===== src/hdl/interior_cell_counter_macros.svh =====
// Assertion macros for the interior cell counter.
`ifndef INTERIOR_CELL_COUNTER_MACROS_SVH
`define INTERIOR_CELL_COUNTER_MACROS_SVH
`ifndef ASSERT_OFF
`define ICC_ASSERT(lbl, prop, msg) \
	lbl: assert property (@(posedge clk) disable iff (!arst_n) prop) else $error(msg);
`define ICC_ASSERT_RST(lbl, prop, msg) \
	lbl: assert property (@(posedge clk) prop) else $error(msg);
`else
`define ICC_ASSERT(lbl, prop, msg)
`define ICC_ASSERT_RST(lbl, prop, msg)
`endif
`endif


===== src/hdl/icc_pkg.sv =====
`timescale 1ns / 1ps
package icc_pkg;

	localparam int CFG_AW       = 3;
	localparam int CFG_DW       = 32;
	localparam int REG_ADDR_LSB = 2;
	localparam int SIZE_W       = 7;
	localparam logic [SIZE_W-1:0] SIZE_RESET = 7'd64;
	localparam int COUNT_W      = 13;
	localparam logic [COUNT_W-1:0] COUNT_MAX = 13'h1FFF;
	localparam int INC_W        = 3;

	typedef enum logic {
		REG_MAP_WIDTH  = 1'b0,
		REG_MAP_HEIGHT = 1'b1
	} reg_idx_t;

	// one line store entry: the row two above and the row just above
	typedef struct packed {
		logic up;
		logic mid;
	} col_t;

	typedef struct packed {
		logic col_ge1;
		logic col_ge2;
		logic row_ge1;
		logic row_ge2;
		logic last_col;
		logic last_row;
	} pos_flags_t;

	// a: row above, b: two rows above, d: current row; l2/l1/c: two left, one left, this column
	typedef struct packed {
		logic a_l2;
		logic a_l1;
		logic a_c;
		logic b_l1;
		logic b_c;
		logic d_l2;
		logic d_l1;
		logic d_c;
	} window_t;

endpackage


===== src/hdl/icc_ifs.sv =====
`timescale 1ns / 1ps
interface icc_cell_if;
	logic valid;
	logic ready;
	logic cell_bit;

	modport source (output valid, output cell_bit, input ready);
	modport sink (input valid, input cell_bit, output ready);
endinterface

interface icc_count_if;
	import icc_pkg::*;
	logic               valid;
	logic               ready;
	logic [COUNT_W-1:0] interior_count;

	modport source (output valid, output interior_count, input ready);
	modport sink (input valid, input interior_count, output ready);
endinterface


===== src/hdl/icc_line_store.sv =====
`timescale 1ns / 1ps
module icc_line_store #(
	parameter int DEPTH = 64,
	localparam int AW = $clog2(DEPTH)
) (
	input  logic          clk,
	input  logic          rd_en,
	input  logic [AW-1:0] raddr,
	output icc_pkg::col_t rd_data_q,
	input  logic          wr_en,
	input  logic [AW-1:0] waddr,
	input  icc_pkg::col_t wr_data
);
	import icc_pkg::*;

	col_t mem [DEPTH];

	always_ff @(posedge clk) begin
		if (wr_en) begin
			mem[waddr] <= wr_data;
		end
	end

	// forward a write to the same column in the same cycle
	always_ff @(posedge clk) begin
		if (rd_en) begin
			if (wr_en && (waddr == raddr)) begin
				rd_data_q <= wr_data;
			end else begin
				rd_data_q <= mem[raddr];
			end
		end
	end
endmodule


===== src/hdl/icc_judge.sv =====
`timescale 1ns / 1ps
module icc_judge (
	input  icc_pkg::window_t              win,
	input  icc_pkg::pos_flags_t           pos,
	output logic [icc_pkg::INC_W-1:0]     inc
);
	import icc_pkg::*;

	logic hit_above_left;
	logic hit_above_last;
	logic hit_row_left;
	logic hit_row_last;

	always_comb begin
		hit_above_left = pos.row_ge1 & pos.col_ge1 & win.a_l1 & win.d_l1 & win.a_c
			& (pos.row_ge2 ? win.b_l1 : 1'b1)
			& (pos.col_ge2 ? win.a_l2 : 1'b1);
		hit_above_last = pos.row_ge1 & pos.last_col & win.a_c & win.d_c
			& (pos.row_ge2 ? win.b_c : 1'b1)
			& (pos.col_ge1 ? win.a_l1 : 1'b1);
		hit_row_left = pos.last_row & pos.col_ge1 & win.d_l1 & win.d_c
			& (pos.row_ge1 ? win.a_l1 : 1'b1)
			& (pos.col_ge2 ? win.d_l2 : 1'b1);
		hit_row_last = pos.last_row & pos.last_col & win.d_c
			& (pos.row_ge1 ? win.a_c : 1'b1)
			& (pos.col_ge1 ? win.d_l1 : 1'b1);
		inc = INC_W'(hit_above_left) + INC_W'(hit_above_last)
			+ INC_W'(hit_row_left) + INC_W'(hit_row_last);
	end
endmodule


===== src/hdl/interior_cell_counter.sv =====
// Interior cell counter: takes a binary map one cell per item in row-major order and, after the
// last cell of each frame, gives one item with the number of set cells whose up, down, left and
// right neighbours are all set (neighbours off the map count as set). Map width and height come
// from the two registers (0 reads as 1, values above MAX_WIDTH/MAX_HEIGHT saturate); a write
// restarts the frame. Rate is one cell per clock, set by the single read and single write of the
// two-bit line store per cell; the last cell goes from the stage 1 registers to the result
// register, which presents the count item, and cells keep flowing while it waits, up to the
// last cell of the next frame. The line store needs no clearing after reset.
`timescale 1ns / 1ps
`include "interior_cell_counter_macros.svh"
module interior_cell_counter #(
	parameter int MAX_WIDTH  = 64,
	parameter int MAX_HEIGHT = 64
) (
	input  logic                       clk,
	input  logic                       arst_n,
	input  logic                       psel,
	input  logic                       penable,
	input  logic                       pwrite,
	input  logic [icc_pkg::CFG_AW-1:0] paddr,
	input  logic [icc_pkg::CFG_DW-1:0] pwdata,
	output logic [icc_pkg::CFG_DW-1:0] prdata,
	output logic                       pready,
	icc_cell_if.sink                   cell_in,
	icc_count_if.source                count_out
);
	import icc_pkg::*;

	localparam int CW = $clog2(MAX_WIDTH);
	localparam int RW = $clog2(MAX_HEIGHT);

	logic [SIZE_W-1:0]  map_width_q;
	logic [SIZE_W-1:0]  map_height_q;
	logic [CW-1:0]      w_last;
	logic [RW-1:0]      h_last;
	logic               cfg_we;
	reg_idx_t           reg_sel;

	logic [CW-1:0]      col_q;
	logic [RW-1:0]      row_q;
	pos_flags_t         pos_in;
	logic               in_acc;

	logic               s1_valid_q;
	logic               bit_s1;
	logic [CW-1:0]      col_s1;
	pos_flags_t         pos_s1;
	col_t               rd_s1;
	col_t               wr_col;
	logic               frame_end_s1;
	logic               s1_go;
	logic               frame_done;

	logic               a_l2_q;
	logic               a_l1_q;
	logic               b_l1_q;
	logic               d_l2_q;
	logic               d_l1_q;
	window_t            win;
	logic [INC_W-1:0]   inc;

	logic [COUNT_W-1:0] count_q;
	logic [COUNT_W:0]   count_sum;
	logic [COUNT_W-1:0] count_next;

	logic               out_valid_q;
	logic [COUNT_W-1:0] out_count_q;

	// configuration port
	assign pready  = 1'b1;
	assign cfg_we  = psel & penable & pwrite;
	assign reg_sel = reg_idx_t'(paddr[REG_ADDR_LSB]);

	always_comb begin
		unique case (reg_sel)
			REG_MAP_WIDTH:  prdata = CFG_DW'(map_width_q);
			REG_MAP_HEIGHT: prdata = CFG_DW'(map_height_q);
			default:        prdata = '0;
		endcase
	end

	always_ff @(posedge clk or negedge arst_n) begin
		if (!arst_n) begin
			map_width_q  <= SIZE_RESET;
			map_height_q <= SIZE_RESET;
		end else if (cfg_we) begin
			if (reg_sel == REG_MAP_WIDTH) begin
				map_width_q <= pwdata[SIZE_W-1:0];
			end else begin
				map_height_q <= pwdata[SIZE_W-1:0];
			end
		end
	end

	always_comb begin
		if (map_width_q == '0) begin
			w_last = '0;
		end else if (int'(map_width_q) > MAX_WIDTH) begin
			w_last = CW'(MAX_WIDTH - 1);
		end else begin
			w_last = CW'(map_width_q - 1'b1);
		end
		if (map_height_q == '0) begin
			h_last = '0;
		end else if (int'(map_height_q) > MAX_HEIGHT) begin
			h_last = RW'(MAX_HEIGHT - 1);
		end else begin
			h_last = RW'(map_height_q - 1'b1);
		end
	end

	// input side: position of the next cell
	assign in_acc        = cell_in.valid & cell_in.ready;
	assign cell_in.ready = ~s1_valid_q | s1_go;

	always_comb begin
		pos_in.col_ge1  = (col_q != '0);
		pos_in.col_ge2  = (col_q > CW'(1));
		pos_in.row_ge1  = (row_q != '0);
		pos_in.row_ge2  = (row_q > RW'(1));
		pos_in.last_col = (col_q == w_last);
		pos_in.last_row = (row_q == h_last);
	end

	always_ff @(posedge clk or negedge arst_n) begin
		if (!arst_n) begin
			col_q <= '0;
			row_q <= '0;
		end else if (cfg_we) begin
			col_q <= '0;
			row_q <= '0;
		end else if (in_acc) begin
			if (pos_in.last_col) begin
				col_q <= '0;
				row_q <= pos_in.last_row ? '0 : row_q + 1'b1;
			end else begin
				col_q <= col_q + 1'b1;
			end
		end
	end

	// stage 1
	always_ff @(posedge clk or negedge arst_n) begin
		if (!arst_n) begin
			s1_valid_q <= 1'b0;
		end else if (in_acc) begin
			s1_valid_q <= 1'b1;
		end else if (s1_go) begin
			s1_valid_q <= 1'b0;
		end
	end

	always_ff @(posedge clk) begin
		if (in_acc) begin
			bit_s1 <= cell_in.cell_bit;
			col_s1 <= col_q;
			pos_s1 <= pos_in;
		end
	end

	assign frame_end_s1 = pos_s1.last_col & pos_s1.last_row;
	assign s1_go        = s1_valid_q & (~frame_end_s1 | ~out_valid_q | count_out.ready);
	assign frame_done   = s1_go & frame_end_s1;

	assign wr_col = '{up: rd_s1.mid, mid: bit_s1};

	icc_line_store #(
		.DEPTH (MAX_WIDTH)
	) u_line_store (
		.clk       (clk),
		.rd_en     (in_acc),
		.raddr     (col_q),
		.rd_data_q (rd_s1),
		.wr_en     (s1_go),
		.waddr     (col_s1),
		.wr_data   (wr_col)
	);

	// shift the neighbour window one column
	always_ff @(posedge clk) begin
		if (s1_go) begin
			a_l2_q <= a_l1_q;
			a_l1_q <= rd_s1.mid;
			b_l1_q <= rd_s1.up;
			d_l2_q <= d_l1_q;
			d_l1_q <= bit_s1;
		end
	end

	assign win = '{
		a_l2: a_l2_q, a_l1: a_l1_q, a_c: rd_s1.mid,
		b_l1: b_l1_q, b_c: rd_s1.up,
		d_l2: d_l2_q, d_l1: d_l1_q, d_c: bit_s1
	};

	icc_judge u_judge (
		.win (win),
		.pos (pos_s1),
		.inc (inc)
	);

	assign count_sum  = {1'b0, count_q} + (COUNT_W + 1)'(inc);
	assign count_next = count_sum[COUNT_W] ? COUNT_MAX : count_sum[COUNT_W-1:0];

	always_ff @(posedge clk or negedge arst_n) begin
		if (!arst_n) begin
			count_q <= '0;
		end else if (cfg_we) begin
			count_q <= '0;
		end else if (s1_go) begin
			count_q <= frame_end_s1 ? '0 : count_next;
		end
	end

	// result register
	always_ff @(posedge clk or negedge arst_n) begin
		if (!arst_n) begin
			out_valid_q <= 1'b0;
		end else if (s1_go && frame_end_s1) begin
			out_valid_q <= 1'b1;
		end else if (count_out.ready) begin
			out_valid_q <= 1'b0;
		end
	end

	always_ff @(posedge clk) begin
		if (s1_go && frame_end_s1) begin
			out_count_q <= count_next;
		end
	end

	assign count_out.valid          = out_valid_q;
	assign count_out.interior_count = out_count_q;

	`ICC_ASSERT(a_pos_in_map, (col_q <= w_last) && (row_q <= h_last), "position outside map")
	`ICC_ASSERT(a_count_cleared, frame_done |=> count_q == '0, "count not cleared")
	`ICC_ASSERT(a_result_src, $rose(count_out.valid) |-> $past(frame_done), "stray result")
	`ICC_ASSERT_RST(a_stall_at_end, s1_valid_q && !s1_go |-> frame_end_s1 && out_valid_q, "stall")
endmodule

===== src/flat_wrapper.sv =====
// flat-port wrapper written by rule: the top's interface ports become plain ports
module interior_cell_counter_flat import icc_pkg::*;
#(
	parameter int MAX_WIDTH  = 64,
	parameter int MAX_HEIGHT = 64
)
  (clk, arst_n, psel, penable, pwrite, paddr, pwdata, prdata, pready, cell_in_valid, cell_in_cell_bit, cell_in_ready, count_out_valid, count_out_interior_count, count_out_ready);
  icc_cell_if cell_in_i ();
  icc_count_if count_out_i ();
  input  logic clk;
  input  logic arst_n;
  input  logic psel;
  input  logic penable;
  input  logic pwrite;
  input  logic [icc_pkg::CFG_AW-1:0] paddr;
  input  logic [icc_pkg::CFG_DW-1:0] pwdata;
  output logic [icc_pkg::CFG_DW-1:0] prdata;
  output logic pready;
  input wire logic [$bits(cell_in_i.valid)-1:0] cell_in_valid;
  input wire logic [$bits(cell_in_i.cell_bit)-1:0] cell_in_cell_bit;
  output wire logic [$bits(cell_in_i.ready)-1:0] cell_in_ready;
  output wire logic [$bits(count_out_i.valid)-1:0] count_out_valid;
  output wire logic [$bits(count_out_i.interior_count)-1:0] count_out_interior_count;
  input wire logic [$bits(count_out_i.ready)-1:0] count_out_ready;
  assign cell_in_i.valid = cell_in_valid;
  assign cell_in_i.cell_bit = cell_in_cell_bit;
  assign cell_in_ready = cell_in_i.ready;
  assign count_out_valid = count_out_i.valid;
  assign count_out_interior_count = count_out_i.interior_count;
  assign count_out_i.ready = count_out_ready;
  interior_cell_counter #(.MAX_WIDTH(MAX_WIDTH), .MAX_HEIGHT(MAX_HEIGHT)) u_core (.clk(clk), .arst_n(arst_n), .psel(psel), .penable(penable), .pwrite(pwrite), .paddr(paddr), .pwdata(pwdata), .prdata(prdata), .pready(pready), .cell_in(cell_in_i), .count_out(count_out_i));
endmodule

===== config.mk =====
export PLATFORM = sky130hd
export DESIGN_NAME = interior_cell_counter_flat
export DESIGN_NICKNAME = d
export VERILOG_FILES = /design/src/hdl/icc_pkg.sv /design/src/hdl/icc_ifs.sv /design/src/hdl/icc_line_store.sv /design/src/hdl/icc_judge.sv /design/src/hdl/interior_cell_counter.sv /design/src/flat_wrapper.sv
export VERILOG_INCLUDE_DIRS = /design/src /design/src/hdl
export SDC_FILE = /design/constraint.sdc
export NUM_CORES = 1
export LEC_CHECK = 0
export ABC_AREA = 0
export BUFFER_PORTS_ARGS = -buffer_cell sky130_fd_sc_hd__buf_2
export CORE_ASPECT_RATIO = 1.1
export CORE_MARGIN = 2
export CORE_UTILIZATION = 35
export CTS_BUF_LIST = sky130_fd_sc_hd__clkbuf_4
export DETAILED_ROUTE_END_ITERATION = 6
export GPL_ROUTABILITY_DRIVEN = 0
export SYNTH_ARGS = -nofsm -noshare
export SYNTH_HDL_FRONTEND = slang
export SYNTH_HIERARCHICAL = 1
export SYNTH_SLANG_ARGS = --single-unit

===== constraint.sdc =====
create_clock -name clk -period 4.3 [get_ports clk]
set_input_delay 1.29 -clock clk [delete_from_list [all_inputs] [get_ports clk]]
set_output_delay 1.29 -clock clk [all_outputs]
set_load 0.02 [all_outputs]

==> impl_metrics.env <==
export IMPL_status="finished clean"
export IMPL_period_needed_ns=3.72
export IMPL_dr_pass1_iters=6
export IMPL_whs_endpoint="u_core/b_l1_q"
export IMPL_synth_warnings=6
export IMPL_worstReg2RegStart="u_core/pos_s1[5]"
export IMPL_critPathRequiredTime_ns=4.85
export IMPL_avgSynthCellArea_um2=12.5
export IMPL_cts_tree="built"
export IMPL_met1_usage_pct=19.0
export IMPL_yosysTopAreaCellShare_pct=48.7
export IMPL_grt_pass1_vias=6492
export IMPL_clk_latency_ns=0.68
export IMPL_setup_tns_ns=0
export IMPL_rr_endpoint="u_core/count_q[12]"
export IMPL_clock_path_buffers=3
export IMPL_async_flop_share_pct=20.3
export IMPL_netlist_top_cells_count="edfxtp_1, nor2_1, nand2_1, dfrtp_1, o21ai_0"
export IMPL_synth_seq_cells=202
export IMPL_synth_seq_area_share_pct=59.0
export IMPL_fp_dieH_um=181
export IMPL_cts_clk_slew_worst_paths_ns=0.07
export IMPL_start_util_pct=35.7
export IMPL_maxSlewViolCount=0
export IMPL_grt_busiest_layer="met2"
export IMPL_die_w_um=165
export IMPL_cts_root_buffer_cell="clkbuf_4"
export IMPL_cts_hold_buf=0
export IMPL_vias_per_cell=5.09
export IMPL_synth_area_top_cells="edfxtp_1, dfrtp_1, mux4_2"
export IMPL_cap_violations=0
export IMPL_yosysMostFrequentCell="edfxtp_1"
export IMPL_wl_per_cell_um=17.3
export IMPL_dp_hpwl_um=13800
export IMPL_synthToLayoutAreaGrowth_pct=10.8
export IMPL_vdd_drop_max_mv=0.287
export IMPL_final_util_pct=39.5
export IMPL_slowest_delay_ns=0.46
export IMPL_nets=909
export IMPL_relSlewSlack_pct=24.2
export IMPL_drc=0
export IMPL_place_area_mm2=0.0104
export IMPL_r2r_worst_path_cells=14
export IMPL_min_path_type="reg -> reg"
export IMPL_initialDrtViolationCount=413
export IMPL_worst_pin_slew_ns=1.13
export IMPL_use_met2_pct=24.8
export IMPL_placeableCoreArea_mm2=0.0279
export IMPL_fmax_mhz=269
export IMPL_antenna_found_initial=1
export IMPL_cp_start_kind="flop"
export IMPL_grt_max_degree=67
export IMPL_rsz0062_at_grt="no"
export IMPL_synth_largest_area_cell="edfxtp_1"
export IMPL_hold_depth=0
export IMPL_grt_ovfl_total=0
export IMPL_post_cts_resized=0
export IMPL_cts_sinks=202
export IMPL_fp_dieArea_mm2=0.0298
export IMPL_ys_types=72
export IMPL_cp_num_buf_inv=1
export IMPL_holdWs_ns=0.421
export IMPL_grtUsageTotal_pct=14.9
export IMPL_r2r_slack_ns=0.58
export IMPL_cp_end_kind="flop"
export IMPL_path_delay_family="adder cells"
export IMPL_setup_violations=0
export IMPL_post_cts_buffers=0
export IMPL_std_cell_rows=64
export IMPL_numCtsBuffers=51
export IMPL_finalHoldViolCount=0
export IMPL_portBuffers=37
export IMPL_htree_levels=2
export IMPL_ioPinCount=91
export IMPL_p_leak_nw=3.98
export IMPL_min_from="u_core/u_line_store/rd_data_q[1]"
export IMPL_cp_max_fo=5
export IMPL_grt_first_pass_wirelength_um=34700
export IMPL_finalCritPeriodShare_pct=86.5
export IMPL_crit_chain="nor2b_1 > nor3_1 > fa_1 > ha_1 > ha_1 > inv_1 > fa_1 > nor2b_1 > o2111a_1 > nand3_1 > nor3_1 > nand3_1 > o21a_1 > a22o_1"
export IMPL_power_density_mw_per_mm2=462
export IMPL_vias=6350
export IMPL_syn_area_mm2=0.00994
export IMPL_cp_slowest_cell="fa_1"
export IMPL_synth_ff_type="edfxtp_1"
export IMPL_antenna_left=0
export IMPL_synthCells=794
export IMPL_critPathArrivalTime_ns=4.27
export IMPL_drive_gt1_share_pct=21.5
export IMPL_fin_skew_ns=0.0896
export IMPL_synth_edf_count=161
export IMPL_routed_wl_um=21600
export IMPL_path_class="reg -> reg"
export IMPL_met3_usage_pct=3.19
export IMPL_finalInstanceArea_mm2=0.0110
-- layout by cell type, fill, tap and decap left out, types with 3 or more instances in the layout --
| cell type | n |
|---|---|
| a211oi_1 | 8 |
| a21o_1 | 5 |
| a21oi_1 | 14 |
| a22o_1 | 7 |
| a22oi_1 | 12 |
| a31oi_1 | 3 |
| and3_1 | 9 |
| buf_2 | 37 |
| buf_4 | 11 |
| clkbuf_4 | 70 |
| clkinv_1 | 10 |
| clkinv_2 | 5 |
| conb_1 | 26 |
| dfrtp_1 | 38 |
| edfxtp_1 | 161 |
| ha_1 | 15 |
| inv_1 | 21 |
| mux2_2 | 20 |
| mux2i_1 | 30 |
| mux4_2 | 21 |
| nand2_1 | 49 |
| nand2b_1 | 13 |
| nand3_1 | 23 |
| nand3b_1 | 3 |
| nand4_1 | 10 |
| nor2_1 | 94 |
| nor2b_1 | 12 |
| nor3_1 | 20 |
| nor3b_1 | 4 |
| nor4_1 | 3 |
| o21a_1 | 3 |
| o21ai_0 | 33 |
| o22ai_1 | 4 |
| o31ai_1 | 4 |
| or3_1 | 8 |
| xnor2_1 | 13 |
| xor2_1 | 12 |
-- cell families after synthesis --
group,after synthesis,synth area share [%]
muxes,71,10.0
AOI/OAI and AO/OA,117,8.15
and+or+nand+nor,268,13.4
other,2,0.0756
buffers and inverters,92,4.77
xor gates and xnor gates,25,2.20
DFF,202,59.0
adders and majority gates,17,2.29
-- stage by stage --
stage | power [mW] | setup WS, ns | cells
4_1_cts | 5.15 | 0.556 | 1246
2_1_floorplan | 3.26 | 0.0165 | 818
3_5_place_dp | 3.55 | 0.560 | 1159
3_3_place_gp | 3.54 | 0.592 | 1159
5_1_grt | 5.37 | 0.263 | 1247
6_report | 5.09 | 0.583 | 1247
-- report_power, final --
| part | internal, mW | switching [mW] |
|---|---|---|
| combinational | 0.426 | 0.566 |
| clock | 0.815 | 0.765 |
| sequential | 2.30 | 0.221 |
-- routing by layer --
layer / wire [um] / vias to the layer above
met2: 10700 / 200
li1: - / 3026
met4: 463 / 0
met5: 0 / -
met3: 1240 / 40
met1: 9230 / 3084
-- cell type report --
class	count	area, um^2
clock buffers	70	526
multi-input cells	524	3710
diodes	1	2.50
repair buffers	48	268
well taps	363	454
clock inverters	17	105
fillers	2741	16900
inverters	22	82.6
flip-flops and latches	202	5860
-- registers in the layout (all words and copies together) (netlist names) --
register                         flops
u_core/d_l2_q                        1
u_core/col_q                         6
u_core/count_q                      13
u_core/count_out.valid               1
u_core/b_l1_q                        1
u_core/s1_valid_q                    1
u_core/bit_s1                        1
u_core/count_out.interior_count     13
u_core/u_line_store/mem            128
u_core/col_s1                        6
u_core/map_height_q                  7
u_core/row_q                         6
u_core/map_width_q                   7
u_core/u_line_store/rd_data_q        2
u_core/pos_s1                        6
u_core/d_l1_q                        1
u_core/a_l1_q                        1
u_core/a_l2_q                        1
-- worst max path at each step --
stage / end / slack, ns / cells past startpoint / from
final: u_core/count_q[12] / 0.58 / 14 / u_core/pos_s1[5]
after detailed placement: u_core/count_q[12] / 0.56 / 14 / u_core/pos_s1[4]
after floorplan: u_core/count_q[4] / 0.02 / 14 / u_core/u_line_store/rd_data_q[0]
after CTS: u_core/count_q[12] / 0.56 / 14 / u_core/pos_s1[3]
after global placement: u_core/count_q[12] / 0.59 / 14 / u_core/pos_s1[4]
after global routing: u_core/count_q[12] / 0.26 / 14 / u_core/pos_s1[3]
Note: power is estimated with default switching activity, not from simulation.
